<file path="src/rtl/cps_pkg.sv">
// ----------------------------------------------------------------------------
// cps_pkg
// shared constants and types for the circle pencil separability test
// ----------------------------------------------------------------------------
package cps_pkg;

    localparam int COORD_BITS_DEF = 10;
    localparam int CFG_IDX_BITS   = 2;

    typedef enum logic [1:0] {
        REG_A_X = 2'd0,
        REG_A_Y = 2'd1,
        REG_B_X = 2'd2,
        REG_B_Y = 2'd3
    } t_reg_idx;

    typedef enum logic [2:0] {
        ST_IDLE,
        ST_LOW,
        ST_UPDATE,
        ST_HIGH,
        ST_EMIT
    } t_back_state;

endpackage

</file>
<file path="src/rtl/cps_front.sv">
// ----------------------------------------------------------------------------
// cps_front
// computes alpha and beta for each point and queues the constraint terms
// ----------------------------------------------------------------------------
module cps_front #(
    parameter int COORD_BITS = cps_pkg::COORD_BITS_DEF,
    parameter int NB         = 2 * COORD_BITS + 6
) (
    input  logic                         i_clk,
    input  logic                         i_rst_n,
    input  logic signed [COORD_BITS-1:0] i_ax,
    input  logic signed [COORD_BITS-1:0] i_ay,
    input  logic signed [COORD_BITS-1:0] i_bx,
    input  logic signed [COORD_BITS-1:0] i_by,
    input  logic                         i_valid,
    output logic                         o_ready,
    input  logic signed [COORD_BITS-1:0] i_px,
    input  logic signed [COORD_BITS-1:0] i_py,
    input  logic                         i_fence,
    input  logic                         i_last,
    output logic                         o_valid,
    input  logic                         i_ready,
    output logic signed [NB-1:0]         o_num,
    output logic signed [NB-1:0]         o_den,
    output logic                         o_bzero,
    output logic                         o_zfail,
    output logic                         o_bpos,
    output logic                         o_fence,
    output logic                         o_last
);
    import cps_pkg::*;

    localparam int DW = COORD_BITS + 3;
    localparam int PW = 2 * DW;

    // stage 1: differences
    logic                 r_s1v;
    logic signed [DW-1:0] r_ux, r_uy, r_dx, r_dy, r_nx, r_ny, r_qx, r_qy;
    logic                 r_s1f, r_s1l;
    logic                 s1_adv;

    // stage 2: products
    logic                 r_s2v;
    logic signed [PW-1:0] r_p0, r_p1, r_p2, r_p3, r_p4, r_p5;
    logic                 r_s2f, r_s2l;
    logic                 s2_adv;

    // output queue, two entries
    logic [1:0]           r_cnt;
    logic                 r_wp, r_rp;
    logic signed [NB-1:0] r_qnum [2];
    logic signed [NB-1:0] r_qden [2];
    logic [4:0]           r_qflg [2];

    logic signed [NB-1:0] alpha, beta, num, den;
    logic                 bpos, bzero, zfail;
    logic                 push, pop;

    assign pop    = o_valid && i_ready;
    assign push   = r_s2v && (r_cnt != 2'd2);
    assign s2_adv = !r_s2v || push;
    assign s1_adv = !r_s1v || s2_adv;
    assign o_ready = s1_adv;

    always_comb begin
        alpha = NB'(r_p0) + NB'(r_p1) - NB'(r_p2) - NB'(r_p3);
        beta  = -(NB'(r_p4) + NB'(r_p5)) <<< 1;
        bpos  = (beta > 0);
        bzero = (beta == '0);
        zfail = r_s2f ? (alpha <= 0) : (alpha > 0);
        num   = bpos ? -alpha : alpha;
        den   = bpos ? (beta <<< 2) : -(beta <<< 2);
    end

    always_ff @(posedge i_clk) begin
        if (!i_rst_n) begin
            r_s1v <= 1'b0;
            r_s2v <= 1'b0;
            r_cnt <= '0;
            r_wp  <= 1'b0;
            r_rp  <= 1'b0;
        end else begin
            if (s1_adv) r_s1v <= i_valid;
            if (s2_adv) r_s2v <= r_s1v;
            if (push) r_wp <= !r_wp;
            if (pop) r_rp <= !r_rp;
            r_cnt <= r_cnt + {1'b0, push} - {1'b0, pop};
        end
    end

    always_ff @(posedge i_clk) begin
        if (s1_adv) begin
            r_ux  <= (DW'(i_px) <<< 1) - DW'(i_ax) - DW'(i_bx);
            r_uy  <= (DW'(i_py) <<< 1) - DW'(i_ay) - DW'(i_by);
            r_dx  <= DW'(i_ax) - DW'(i_bx);
            r_dy  <= DW'(i_ay) - DW'(i_by);
            r_nx  <= DW'(i_ay) - DW'(i_by);
            r_ny  <= DW'(i_bx) - DW'(i_ax);
            r_qx  <= DW'(i_px) - DW'(i_ax);
            r_qy  <= DW'(i_py) - DW'(i_ay);
            r_s1f <= i_fence;
            r_s1l <= i_last;
        end
        if (s2_adv) begin
            r_p0  <= PW'(r_ux) * PW'(r_ux);
            r_p1  <= PW'(r_uy) * PW'(r_uy);
            r_p2  <= PW'(r_dx) * PW'(r_dx);
            r_p3  <= PW'(r_dy) * PW'(r_dy);
            r_p4  <= PW'(r_nx) * PW'(r_qx);
            r_p5  <= PW'(r_ny) * PW'(r_qy);
            r_s2f <= r_s1f;
            r_s2l <= r_s1l;
        end
        if (push) begin
            r_qnum[r_wp] <= num;
            r_qden[r_wp] <= den;
            r_qflg[r_wp] <= {bzero, zfail, bpos, r_s2f, r_s2l};
        end
    end

    assign o_valid = (r_cnt != 2'd0);
    assign o_num   = r_qnum[r_rp];
    assign o_den   = r_qden[r_rp];
    assign o_bzero = r_qflg[r_rp][4];
    assign o_zfail = r_qflg[r_rp][3];
    assign o_bpos  = r_qflg[r_rp][2];
    assign o_fence = r_qflg[r_rp][1];
    assign o_last  = r_qflg[r_rp][0];

endmodule

</file>
<file path="config.mk">
export PLATFORM = sky130hd
export DESIGN_NAME = cps_front
export DESIGN_NICKNAME = d
export VERILOG_FILES = /design/src/rtl/cps_pkg.sv /design/src/rtl/cps_front.sv
export SDC_FILE = /design/constraint.sdc
export NUM_CORES = 2
export LEC_CHECK = 0
export BUFFER_PORTS_ARGS = -buffer_cell sky130_fd_sc_hd__buf_2
export CORE_MARGIN = 5
export CORE_UTILIZATION = 40
export CTS_CLUSTER_DIAMETER = 150
export CTS_CLUSTER_SIZE = 16
export DETAILED_ROUTE_END_ITERATION = 7
export PLACE_DENSITY_LB_ADDON = 0.3
export SETUP_SLACK_MARGIN = 0.05
export SYNTH_ARGS = -nofsm -noshare
export SYNTH_HDL_FRONTEND = slang
export SYNTH_SLANG_ARGS = --single-unit
</file>
<file path="constraint.sdc">
create_clock -name i_clk -period 5.77 [get_ports i_clk]
set_clock_uncertainty 0.15 [all_clocks]
set_input_delay 0.2885 -clock i_clk [delete_from_list [all_inputs] [get_ports i_clk]]
set_output_delay 0.2885 -clock i_clk [all_outputs]
set_load 0.03 [all_outputs]
</file>
# Yosys cells after proc, flatten, opt, wreduce, memory -nomap -nowiden
# Memory sizes are Yosys's and may differ from the RTL's. A register that Yosys moved wholly into a read port is not among the register bits.
# Index checks and enable logic that the tools add are counted.
# totals
romBits,0
n_memories,3
latchBits,0
output_inout_bits,59
input_bits,66
mem_bits_rw,114
reg_bits,239
# classes
reduce_logical,10
muxes,11
bitwise_logic,0
shifts,0
n_lt_le_gt_ge,3
multipliers,6
n_div,0
n_addsub,18
n_eq_ne,1
# mem_list
name,depth,word_bits,rd,rd_ports_with_merged_regs,write_ports,line_no,rtl
r_qden,2,26,1,1,1,cps_front.sv:52,logic signed [NB-1:0] r_qden [2];
r_qnum,2,26,1,1,1,cps_front.sv:51,logic signed [NB-1:0] r_qnum [2];
r_qflg,2,5,1,1,1,cps_front.sv:53,logic [4:0] r_qflg [2];
# op_table
op,n
multiplier 11 x 11 -> 22 bit,4
subtractor 10 x 10 -> 11 bit,5
greater-than comparator 26 x 1 -> 1 bit (second input constant),2
multiplier 13 x 13 -> 26 bit,2
2-to-1 mux 26 bit,2
negator 26 bit,2
subtractor 26 bit,2
adder 26 bit,1
less-or-equal comparator 26 x 1 -> 1 bit (second input constant),1
zero test 26 bit,1
subtractor 12 x 10 -> 13 bit,2
negator 25 bit,1
subtractor 11 x 10 -> 12 bit,2
adder 22 x 22 -> 23 bit,1
2-to-1 mux 1 bit,9
zero test 1 bit,4
adder 2 x 1 -> 2 bit,1
logical AND 1 bit,2
logical OR 1 bit,2
!= test 2 bit (second input constant),1
nonzero test 2 bit,1
subtractor 2 x 1 -> 2 bit,1

# Depth between registers and ports, before layout
# logic_depth
ltp_word,5
mapped_depth,27

# Worst setup path after synthesis
# No wires, ideal clock.
# synth_path
path_type,register -> register
from,register r_ux[1]
to,"register r_p0[25], data pin"
setup_ps,260
arrival_time_ps,5788
path_buffers,2
setup_slack_ps,-428
stages_incl_launch_ff,25
t_required_ps,5360
cell_sequence,edfxtp_1 -> clkbuf_1 -> clkbuf_1 -> and2_1 -> fa_1 -> fa_1 -> fa_1 -> inv_1 -> fa_1 -> inv_1 -> fa_1 -> ha_1 -> ha_1 -> a21oi_1 -> o21bai_1 -> a21oi_1 -> o21bai_1 -> a21o_1 -> a21oi_1 -> o211ai_1 -> nand2_1 -> o2111ai_1 -> a31o_2 -> a21oi_1 -> xnor2_1
# synth_between
elab_chain_cells,1
# synth_rtl
item,line_no,rtl
from (decl),cps_front.sv:38,"logic signed [DW-1:0] r_ux, r_uy, r_dx, r_dy, r_nx, r_ny, r_qx, r_qy;"
from (signal assigned),cps_front.sv:93,r_ux <= (DW'(i_px) <<< 1) - DW'(i_ax) - DW'(i_bx);
multiplier 13 x 13 -> 26 bit,cps_front.sv:105,r_p0 <= PW'(r_ux) * PW'(r_ux);
to (signal assigned),cps_front.sv:105,
to (decl),cps_front.sv:44,"logic signed [PW-1:0] r_p0, r_p1, r_p2, r_p3, r_p4, r_p5;"
# No other way between the ends.
# A chain may end at the register's enable or synchronous reset.

# Final worst setup path
# layout_path
from,register r_uy[2]
to,"register r_p1[25], data pin"
# layout_between
elab_chain_cells,1
# layout_rtl
item,line_no,rtl
from (decl),cps_front.sv:38,
from (signal assigned),cps_front.sv:94,r_uy <= (DW'(i_py) <<< 1) - DW'(i_ay) - DW'(i_by);
multiplier 13 x 13 -> 26 bit,cps_front.sv:106,r_p1 <= PW'(r_uy) * PW'(r_uy);
to (signal assigned),cps_front.sv:106,
to (decl),cps_front.sv:44,
# No other way between the ends.

==> out/results.ini <==
[logic_synthesis]
syn_avg_cell_area_sq_um = 10.1
synth_seq_cells = 335
yosys_warnings = 0
syn_inst = 4822
synth_area_leaders = fa_1 (33%), edfxtp_1 (20%), ha_1 (12%), inv_1 (8.7%), xnor2_1 (3.8%)
yosysMostFrequentCell = inv_1
async_flop_share_pct = 0
synth_common_cells = inv_1 (1132), fa_1 (803), ha_1 (474), nand2_1 (349), edfxtp_1 (328)
synth_edf_count = 328
synthFlopType = edfxtp_1
yosysSeqAreaShare_pct = 20.4
netlist_area_sq_mm = 0.0489
ys_types = 84
synth_top_area_share_pct = 32.9
yosysTopAreaCell = fa_1

[sta]
hold_viol_final = 0
fin_crit_sh_pct = 105
worst_pin_slew_ps = 997
fmax_ghz = 0.165
final.setup.tns_ps = -949
max_slew_margin_pct = 33.0
rsz0062_at_grt = yes
fin_crit_ps = 6050
drv_slew = 0
layout_setup_ws_ps = -279
setup_viol = 9

[global_routing]
grt_pass1_vias = 34800
grt_pass1_wl_mm = 186
antenna_found_initial = 23
grt_usage_pct = 17.9
grt_overflow_total = 0
grt_max_degree = 90

[cts]
numCtsBuffers = 25
clk_transition_reported_paths_ps = 80
cts-root-buf = clkbuf_16
cts_tree = built
htreeDepth = 1
worstSkewPairLatency_ps = 600
cts_buffer_depth = 3
clock-sinks = 335

[setup_path]
critPathArrivalTime_ps = 6240
worstSetupPathType = reg2reg
endpoint_kind = register
worstReg2RegStart = r_uy[2]$_DFFE_PP_
crit_path_max_fanout = 4
crit_start = r_uy[2]$_DFFE_PP_
worstPathCellList = buf_4 -> buf_6 -> buf_12 -> and2_1 -> buf_4 -> ha_1 -> inv_1 -> fa_1 -> inv_1 -> fa_1 -> fa_1 -> fa_1 -> fa_1 -> ha_4 -> a21o_1 -> a21oi_2 -> o211ai_1 -> a31oi_2 -> a21oi_2 -> a21o_1 -> a21oi_2 -> xnor2_2
worst_setup_path_start_kind = register
required_ps = 5960
critPathMaxStageDelay_ps = 560
crit_path_top_delay_cell = fa_1
crit_family = adder cells
critPathBufInv = 6
cpMostUsedCell = fa_1

[final_layout]
layout-drive-gt1-share_pct = 17.7
fin_cells = 6959
design_area_sq_mm = 0.0567
fin_nets = 6651
fin_util_pct = 46.6
area_growth_pct = 16.0
fill_cells = 11500

[min_path]
worstHoldPathType = in2reg
hp-start = i_ay[9]

[drt]
drtAntennaViolNets = 0
drc = 0
drt_pass1_iterations = 6
via_count = 33200
drt-initial-drc-count = 1813
via_per_inst = 4.77
drt-wirelength-per-cell_um = 16.7
routed_wl_mm = 116

[floorplanning]
std_cell_rows = 128
dieArea_sq_mm = 0.129
floorplan.initialDensity_pct = 40.2
die_height_um = 360
core_sq_mm = 0.122
pin_count = 125
die_x_um = 360

[placed_design]
placed_area_sq_mm = 0.0539
place_hpwl_mm = 97.5
dp_cells = 6797
io_buffer_count = 121
gp_congestion = 0.858

[status]
status = finished with violations
violations = negative setup slack

[run]
maxCapViolCount = 0

-- tightest hold or removal path: cells and delay by family --
kind | cells | cell delay [ps]
buffers and inverters | 1 | 90
adders and majority gates | 1 | 180
and+or+nand+nor | 2 | 120
-- cell families after synthesis --
kind of cell             synth area share, %
buffers and inverters                   9.76
other                                0.00767
adder cells (fa/ha/maj)                 45.0
multiplexers                            1.59
flip-flops                              20.4
XOR/XNOR                                5.51
AND/OR/NAND/NOR                         11.1
AO/OA/AOI/OAI                           6.59
-- layer usage --
metal	GRT usage (%)	share of wire, %
met2	29.4	47
met4	2.82	1.7
met5	0	0.042
met1	25.3	45
met3	3.11	6.5
-- cells in the final DEF, fill, tap and decap left out, types with 62 or more instances in the layout --
master	count
a21o_1	66
edfxtp_1	328
a21oi_1	95
inv_1	1109
nor2b_1	74
and2_1	237
ha_1	432
nand2_1	339
xnor2_1	208
nor2_1	199
xor2_1	89
buf_4	419
buf_2	121
fa_1	786
mux2_2	62
-- stage by stage --
step	hold slack [ps]	setup slack [ps]
after global placement	258	-304
final	42.4	-279
after detailed placement	256	-401
after global routing	33.7	-521
after floorplan	237	-10.8
after CTS	8.00	-276
-- timing repair --
action,CTS,global route
hold buffers,9,0
pin swaps,99,144
buffers inserted,44,59
setup endpoints to repair,35,79
hold endpoints to repair,13,0
cloned,0,0
gates resized for setup,100,201
-- area by class of cell --
class	count	area, sq um	area share, %
flip-flops and latches	335	9990	17.6
clock inverters	3	40.0	0.0706
repair buffers	584	4300	7.57
diodes	13	32.5	0.0573
well taps	1625	2030	3.58
multi-input cells	3229	35400	62.4
clock buffers	37	671	1.18
inverters	1133	4260	7.51
-- worst paths after layout --
check,endpoint,slack [ps],cells after the start
setup / recovery,r_p1[25]$_DFFE_PP_,-280,22
hold / removal,r_nx[10]$_DFFE_PP_,40,4
setup reg to reg,r_p1[25]$_DFFE_PP_,-280,22
hold reg to reg,r_s2l$_DFFE_PP_,280,0
-- state kept, by name (all words and copies together), names as in the netlist, 2 cells and up, named ones only --
| signal | cells |
|---|---|
| r_p4 | 22 |
| r_qflg | 10 |
| r_qy | 11 |
| r_qx | 11 |
| r_p2 | 21 |
| r_p0 | 25 |
| r_p5 | 22 |
| r_ux | 13 |
| r_uy | 13 |
| r_qden | 46 |
| r_cnt | 2 |
| r_p1 | 25 |
| r_dx | 11 |
| r_ny | 10 |
| r_p3 | 21 |
| r_nx | 11 |
| r_qnum | 52 |
Power is left out: the tool's default activity adds up to more than one toggle a clock period on the data nets, which glitch-free logic cannot reach.
